**config.mk**
```make
export PLATFORM = sky130hd
export DESIGN_NAME = timestamped_level_event_queue_core
export DESIGN_NICKNAME = d
export VERILOG_FILES = /design/src/rtl/tlq_pkg.sv /design/src/rtl/tlq_ctrl.sv /design/src/rtl/tlq_dp.sv /design/src/rtl/timestamped_level_event_queue_core.sv
export SDC_FILE = /design/constraint.sdc
export NUM_CORES = 2
export LEC_CHECK = 0
export BUFFER_PORTS_ARGS = -buffer_cell sky130_fd_sc_hd__buf_2
export CAP_MARGIN = 10
export CORE_MARGIN = 5
export CORE_UTILIZATION = 42
export CTS_CLUSTER_DIAMETER = 200
export DETAILED_ROUTE_END_ITERATION = 8
export SYNTH_ARGS = -nofsm -noshare
export SYNTH_HDL_FRONTEND = slang
export SYNTH_SLANG_ARGS = --single-unit
```
**constraint.sdc**
```tcl
create_clock -name clk -period 5.6 [get_ports clk]
set_clock_uncertainty 0.15 [all_clocks]
set_input_delay 1.12 -clock clk [delete_from_list [all_inputs] [get_ports clk]]
set_output_delay 1.12 -clock clk [all_outputs]
set_load 0.1 [all_outputs]
```
**src/rtl/tlq_pkg.sv**
```systemverilog
package tlq_pkg;

	localparam int QUEUE_DEPTH_DEF = 16;
	localparam int MAX_DRAIN       = 16;

	typedef logic [1:0] func_t;

	localparam func_t FUNC_PUSH   = 2'd0;
	localparam func_t FUNC_PUMP   = 2'd1;
	localparam func_t FUNC_REBASE = 2'd2;

	// controller to datapath
	typedef struct packed {
		logic load;       // capture the input item
		logic push;       // ordered insert of the captured level
		logic rebase;     // saturating subtract on every entry
		logic pop;        // drain the head entry into the output register
		logic emit_held;  // output register gets the held level
		logic last;       // last_result of the item being emitted
	} cmd_t;

	// datapath to controller
	typedef struct packed {
		func_t func;
		logic  due_head;  // head entry is due for the captured pump time
		logic  due_next;  // second entry is due as well
		logic  out_free;  // output register can take an item this cycle
	} sts_t;

endpackage

```
**src/rtl/tlq_ctrl.sv**
```systemverilog
module tlq_ctrl (
	input  logic          clk,
	input  logic          arst_n,
	input  logic          in_valid,
	output logic          in_ready,
	input  tlq_pkg::sts_t sts,
	output tlq_pkg::cmd_t cmd
);
	import tlq_pkg::*;

	localparam int DRN_W = $clog2(MAX_DRAIN);

	typedef enum logic [0:0] {
		ST_IDLE,
		ST_RUN
	} state_t;

	state_t           state_q;
	logic [DRN_W-1:0] drn_q;
	logic             in_ready_q;
	logic             more;

	assign in_ready = in_ready_q;

	// another entry follows the head inside the drain limit
	assign more = sts.due_next && (drn_q != DRN_W'(MAX_DRAIN - 1));

	always_comb begin
		cmd = '0;
		case (state_q)
			ST_IDLE: begin
				cmd.load = in_valid;
			end
			ST_RUN: begin
				if (sts.out_free) begin
					cmd.last = 1'b1;
					if (sts.func == FUNC_PUMP && sts.due_head) begin
						cmd.pop  = 1'b1;
						cmd.last = !more;
					end else begin
						cmd.emit_held = 1'b1;
						cmd.push      = (sts.func == FUNC_PUSH);
						cmd.rebase    = (sts.func == FUNC_REBASE);
					end
				end
			end
			default: begin
				cmd = '0;
			end
		endcase
	end

	always_ff @(posedge clk or negedge arst_n) begin
		if (!arst_n) begin
			state_q    <= ST_IDLE;
			drn_q      <= '0;
			in_ready_q <= 1'b0;
		end else begin
			case (state_q)
				ST_IDLE: begin
					drn_q <= '0;
					if (in_valid && in_ready_q) begin
						state_q    <= ST_RUN;
						in_ready_q <= 1'b0;
					end else begin
						in_ready_q <= 1'b1;
					end
				end
				ST_RUN: begin
					if (cmd.pop) begin
						drn_q <= drn_q + 1'b1;
					end
					if ((cmd.pop || cmd.emit_held) && cmd.last) begin
						state_q    <= ST_IDLE;
						in_ready_q <= 1'b1;
					end
				end
				default: begin
					state_q    <= ST_IDLE;
					in_ready_q <= 1'b0;
				end
			endcase
		end
	end

endmodule

```
**src/rtl/tlq_dp.sv**
```systemverilog
module tlq_dp #(
	parameter int QUEUE_DEPTH = tlq_pkg::QUEUE_DEPTH_DEF
) (
	input  logic          clk,
	input  logic          arst_n,
	input  tlq_pkg::cmd_t cmd,
	output tlq_pkg::sts_t sts,
	input  logic [1:0]    func,
	input  logic [31:0]   time_value,
	input  logic [7:0]    level,
	input  logic          cfg_we,
	input  logic          cfg_wdata,
	output logic          out_valid,
	input  logic          out_ready,
	output logic [7:0]    applied_level,
	output logic          applied,
	output logic          target,
	output logic          status,
	output logic          last_result
);
	import tlq_pkg::*;

	localparam int CNT_W = $clog2(QUEUE_DEPTH + 1);

	// captured item
	func_t       func_q;
	logic [31:0] time_q;
	logic [7:0]  level_q;

	// queue entries, kept sorted by offset, head at index 0
	logic [31:0] off_q [QUEUE_DEPTH];
	logic [7:0]  lvl_q [QUEUE_DEPTH];
	logic [31:0] off_n [QUEUE_DEPTH];
	logic [7:0]  lvl_n [QUEUE_DEPTH];
	logic [QUEUE_DEPTH-1:0] gt;
	logic [QUEUE_DEPTH-1:0] ins;

	logic [CNT_W-1:0] cnt_q;
	logic [7:0]       held_q;
	logic             mode_q;
	logic             full;

	logic       out_valid_q;
	logic [7:0] out_level_q;
	logic       out_applied_q;
	logic       out_status_q;
	logic       out_last_q;

	assign full = (cnt_q == CNT_W'(QUEUE_DEPTH));

	assign sts.func     = func_q;
	assign sts.due_head = (cnt_q != '0) && (off_q[0] <= time_q);
	assign sts.due_next = (cnt_q > CNT_W'(1)) && (off_q[1] <= time_q);
	assign sts.out_free = !out_valid_q || out_ready;

	// entries later than the new offset move up one place
	always_comb begin
		for (int i = 0; i < QUEUE_DEPTH; i++) begin
			gt[i] = (CNT_W'(i) < cnt_q) && (off_q[i] > time_q);
		end
		for (int i = 0; i < QUEUE_DEPTH; i++) begin
			ins[i] = ((i == 0) ? 1'b1 : !gt[(i == 0) ? 0 : i - 1])
				&& (gt[i] || (CNT_W'(i) == cnt_q));
		end
	end

	always_comb begin
		for (int i = 0; i < QUEUE_DEPTH; i++) begin
			off_n[i] = off_q[i];
			lvl_n[i] = lvl_q[i];
			if (cmd.push && !full) begin
				if (i > 0 && gt[(i == 0) ? 0 : i - 1]) begin
					off_n[i] = off_q[(i == 0) ? 0 : i - 1];
					lvl_n[i] = lvl_q[(i == 0) ? 0 : i - 1];
				end else if (ins[i]) begin
					off_n[i] = time_q;
					lvl_n[i] = level_q;
				end
			end else if (cmd.pop) begin
				if (i < QUEUE_DEPTH - 1) begin
					off_n[i] = off_q[(i < QUEUE_DEPTH - 1) ? i + 1 : i];
					lvl_n[i] = lvl_q[(i < QUEUE_DEPTH - 1) ? i + 1 : i];
				end
			end else if (cmd.rebase) begin
				off_n[i] = (off_q[i] > time_q) ? off_q[i] - time_q : '0;
			end
		end
	end

	always_ff @(posedge clk) begin
		for (int i = 0; i < QUEUE_DEPTH; i++) begin
			off_q[i] <= off_n[i];
			lvl_q[i] <= lvl_n[i];
		end
		if (cmd.load) begin
			func_q  <= func;
			time_q  <= time_value;
			level_q <= level;
		end
		if (cmd.pop) begin
			out_level_q   <= lvl_q[0];
			out_applied_q <= 1'b1;
			out_status_q  <= 1'b0;
			out_last_q    <= cmd.last;
		end else if (cmd.emit_held) begin
			out_level_q   <= held_q;
			out_applied_q <= 1'b0;
			out_status_q  <= cmd.push && full;
			out_last_q    <= cmd.last;
		end
	end

	always_ff @(posedge clk or negedge arst_n) begin
		if (!arst_n) begin
			cnt_q       <= '0;
			held_q      <= '0;
			mode_q      <= 1'b0;
			out_valid_q <= 1'b0;
		end else begin
			if (cfg_we) begin
				mode_q <= cfg_wdata;
			end
			if (cmd.push && !full) begin
				cnt_q <= cnt_q + 1'b1;
			end else if (cmd.pop) begin
				cnt_q  <= cnt_q - 1'b1;
				held_q <= lvl_q[0];
			end
			if (cmd.pop || cmd.emit_held) begin
				out_valid_q <= 1'b1;
			end else if (out_ready) begin
				out_valid_q <= 1'b0;
			end
		end
	end

	assign out_valid     = out_valid_q;
	assign applied_level = out_level_q;
	assign applied       = out_applied_q;
	assign target        = mode_q;
	assign status        = out_status_q;
	assign last_result   = out_last_q;

endmodule

```
**src/rtl/timestamped_level_event_queue_core.sv**
```systemverilog
// the item is captured on accept; its first result is loaded into the output register once that register is free
// push, rebase and idle pump give one result each; a pump drains up to MAX_DRAIN due entries,
//   one entry per cycle while the output register is free, through the head shift of the entry row
// the output register lets a finished item wait while the next one is accepted
// reset: arst_n asynchronous, clears entry count, held level, routing mode and valids
module timestamped_level_event_queue_core #(
	parameter int QUEUE_DEPTH = tlq_pkg::QUEUE_DEPTH_DEF
) (
	input  logic        clk,
	input  logic        arst_n,
	// input items
	input  logic        in_valid,
	output logic        in_ready,
	input  logic [1:0]  func,
	input  logic [31:0] time_value,
	input  logic [7:0]  level,
	input  logic        last_of_feed,
	// result items
	output logic        out_valid,
	input  logic        out_ready,
	output logic [7:0]  applied_level,
	output logic        applied,
	output logic        target,
	output logic        status,
	output logic        last_result,
	// routing mode register
	input  logic        cfg_we,
	input  logic        cfg_wdata
);
	import tlq_pkg::*;

	cmd_t cmd;
	sts_t sts;

	// last_of_feed only marks feed boundaries for the sender; no logic depends on it

	// sequencer: accept, then one step per cycle while the output register is free
	tlq_ctrl u_ctrl (
		.clk      (clk),
		.arst_n   (arst_n),
		.in_valid (in_valid),
		.in_ready (in_ready),
		.sts      (sts),
		.cmd      (cmd)
	);

	// sorted entry row with parallel compare per entry, held level, output register
	tlq_dp #(
		.QUEUE_DEPTH (QUEUE_DEPTH)
	) u_dp (
		.clk           (clk),
		.arst_n        (arst_n),
		.cmd           (cmd),
		.sts           (sts),
		.func          (func),
		.time_value    (time_value),
		.level         (level),
		.cfg_we        (cfg_we),
		.cfg_wdata     (cfg_wdata),
		.out_valid     (out_valid),
		.out_ready     (out_ready),
		.applied_level (applied_level),
		.applied       (applied),
		.target        (target),
		.status        (status),
		.last_result   (last_result)
	);

endmodule

```
==> out/results.tsv <==
stage	metric	value	unit
sta	Achievable Freq	0.189	GHz
cts	CTS resizes	0	
cts	Num Clock Sinks	714	
power_and_ir_drop	Sequential Power Share	23.2	%
sta	final setup margin	0.302	ns
sta	Tmin final	5.30	ns
cts	H-tree level count	3	
die	chip width	401	um
cts	clock slew at reported path FFs	0.06	ns
final_layout	Area Growth Syn to Fin	10.3	%
logic_synthesis	Primary FF master, synth	edfxtp_1	
logic_synthesis	Post-synth EDFFs	691	
power_and_ir_drop	Internal	0.0258	W
detailed_routing	Post-DRT Antenna Nets	0	
logic_synthesis	synthesized cell area	0.0642	mm^2
cts	Num CTS Buffers	94	
power_and_ir_drop	maximum VDD drop	0.335	mV
sta	final hold violation count	0	
setup_path	CP Class	flop to flop	
cts	Post-CTS Setup Bufs	0	
die	initial core utilization	42.2	%
detailed_routing	Detailed Route WL	228000	um
detailed_routing	Via density	6.29	
power_and_ir_drop	Leakage	28.8	nW
final_layout	Nets	7505	
logic_synthesis	synth unique cells	104	
die	height of the die	401	um
placed_design	input/output buffers	61	
job	max-cap violations	0	
power_and_ir_drop	Sw Ratio	48.3	%
setup_path	CP Max Fanout	32	
setup_path	max incr delay on CP	0.80	ns
logic_synthesis	Yosys warnings	0	
hold_path	type of the worst min-delay path	input pin to asynchronous set/reset pin	
final_layout	FILL cells	14600	
cts	CTS tree	yes	
detailed_routing	drt pass-1 iters	7	
sta	fin. max-slew vios	0	
setup_path	CP dominant cell by count	nand2_1	
die	core area	0.152	mm^2
cts	Clock Path Buffers	3	
logic_synthesis	sequential element share of the synthesized area	33.2	%
placed_design	HPWL after detailed placement	177000	um
setup_path	crit end category	flop	
final_layout	Reg area	0.0213	mm^2
setup_path	worst r2r path cells	13	
placed_design	routability cong.	0.936	
power_and_ir_drop	Pwr Total	0.0499	W
sta	Worst-Margin Slew	1.19	ns
global_routing	largest net degree at the start of global routing	164	
logic_synthesis	most frequent cell after synthesis	edfxtp_1	
final_layout	Util after Layout	46.6	%
detailed_routing	DR DRC count	0	
global_routing	GRT Overall Usage	26.8	%
sta	Setup-failing EPs final	0	
run_status	run status	finished clean	
setup_path	RR Startpoint	u_dp.time_q[10]	
power_and_ir_drop	Comb pwr share	64.2	%
sta	setup_tns	0	ns
cts	Hold Buf Count CTS	0	
logic_synthesis	top cells by area, synth	edfxtp_1, ha_1, mux2i_1	
final_layout	ant diodes	0	
logic_synthesis	#FFs+latches synth	714	
placed_design	dpl ws	0.463	ns
logic_synthesis	syn_nets	7496	
global_routing	number of antenna violations at the first check in global routing	2	
logic_synthesis	syn avg cell area	9.28	um^2
logic_synthesis	Post-synth ARST share	2.94	%
setup_path	RR Endpoint	u_dp.off_q[1][166]	
logic_synthesis	post-synth top area share	32.3	%
final_layout	area of the multi-input gates	0.0406	mm^2
setup_path	reg2reg setup slack	0.30	ns
power_and_ir_drop	net switching power	0.0241	W
sta	relative slew slack	20.7	%
setup_path	Slowest-stage cell, CP	nor2_4	
die	num rows	143	
cts	Clock Latency Late Sink	0.74	ns
die	DIE AREA	0.161	mm^2
detailed_routing	DR iter-0 viols	5588	
logic_synthesis	Mapped Cells	6913	
sta	RSZ-0062 raised after global routing	false	
setup_path	CP required	5.79	ns
power_and_ir_drop	Cell Pwr Density	705	mW/mm^2
global_routing	global-route wire length before repair	338000	um
detailed_routing	vias	56800	
power_and_ir_drop	clock power share	12.7	%
logic_synthesis	area leader, netlist	edfxtp_1	
cts	Root Driver	clkbuf_16	
detailed_routing	wire length per cell	25.2	um
logic_synthesis	most frequent cells after synthesis	edfxtp_1, nand2_1, mux2i_1	
global_routing	vias in the first global route	54800	
setup_path	CP arrival	5.49	ns
sta	Final Cycle Share	94.6	%
die	io pins	63	
sta	hold slack	0.239	ns
final_layout	share of layout cells above drive strength 1	8.13	%
setup_path	CP Launch Type	flop	
setup_path	worst-path cell chain	inv_1 -> buf_12 -> ha_1 -> nand2_1 -> nor2_1 -> o21a_1 -> a21oi_1 -> o31ai_1 -> a221oi_2 -> or3_2 -> nand2_1 -> a311oi_1 -> nor2_4	
global_routing	grt total ovfl	0	
registers in the layout, summed over array words and instances, names as in the netlist:
name	flops
u_dp.off_q	512
u_dp.lvl_q	128
u_dp.time_q	32
u_dp.applied_level	8
u_dp.held_q	8
u_dp.level_q	8
u_dp.cnt_q	5
u_ctrl.drn_q	4
u_dp.func_q	2
u_ctrl.in_ready	1
u_ctrl.state_q	1
u_dp.applied	1
u_dp.last_result	1
u_dp.out_valid	1
u_dp.status	1
u_dp.target	1
routing by layer:
layer	track usage, %	share of wire [%]
met5	0	0
met4	7.09	2.8
met3	5.58	7.3
met2	40.4	43
met1	39.0	47
power by group through the flow:
| stage | combinational (W) | sequential [W] | clock, W |
|---|---|---|---|
| floorplan | 0.0232 | 0.0110 | 0 |
| global placement | 0.0308 | 0.0116 | 0 |
| detailed placement | 0.0312 | 0.0116 | 0 |
| CTS | 0.0314 | 0.0115 | 0.00645 |
| global route | 0.0348 | 0.0117 | 0.00664 |
| finish | 0.0320 | 0.0116 | 0.00631 |
stage by stage:
step / cells / cell area (um^2)
6_report: 9029 / 70800
4_1_cts: 9029 / 70800
3_5_place_dp: 8856 / 67700
3_3_place_gp: 8856 / 67700
2_1_floorplan: 6913 / 64200
5_1_grt: 9029 / 70800
worst max-delay path, delay by kind of cell (launching register included):
kind | cells | cell delay (ns)
AOI/OAI and AO/OA | 5 | 1.44
adders and majority gates | 1 | 0.40
buffers and inverters | 2 | 0.35
DFF | 1 | 0.66
and+or+nand+nor | 5 | 1.80
logic make-up (layout without fill, tap and decap cells):
logic type	count (synthesis)	count (layout)	share of synthesized area, %
AOI/OAI and AO/OA	2335	2335	24.6
xor gates and xnor gates	431	431	5.88
adders and majority gates	534	534	10.6
buffers and inverters	564	650	3.80
DFF	714	714	33.2
muxes	589	589	9.27
and+or+nand+nor	1746	1746	12.7
worst max path at each step:
stage                          startpoint                 end  slack, ns  depth (start not counted)
after floorplan            u_dp.time_q[1]  u_dp.off_q[0][128]       0.01                         14
after global placement    u_dp.time_q[13]   u_dp.lvl_q[1][51]       0.52                         12
after detailed placement   u_dp.time_q[0]   u_dp.off_q[1][66]       0.46                         14
after CTS                 u_dp.time_q[13]   u_dp.lvl_q[1][54]       0.44                         12
after global routing       u_dp.time_q[0]   u_dp.off_q[1][33]       0.16                         14
final                     u_dp.time_q[10]  u_dp.off_q[1][166]       0.30                         13
cells in the final DEF (no fill, tap or decap), types with 69 or more instances in the layout:
cell	instances
o221ai_1	242
nand2b_1	79
nand4_1	79
o21a_1	69
inv_1	185
a22oi_1	171
edfxtp_1	691
ha_1	518
a21o_1	299
nor2_1	367
buf_4	192
nand2_1	678
o21ai_0	529
clkbuf_16	94
xnor2_1	231
mux2i_1	546
nand3_1	145
a21oi_1	457
xor2_1	200
nor3_1	84
layout make-up:
type	instances	area share (%)
inverters	187	0.991
clock buffers	110	3.46
clock inverters	63	0.930
multi-input cells	5635	57.4
flip-flops and latches	714	30.1
repair buffers	290	3.51
well taps	2030	3.59
Power figures use the tool's default switching activity.
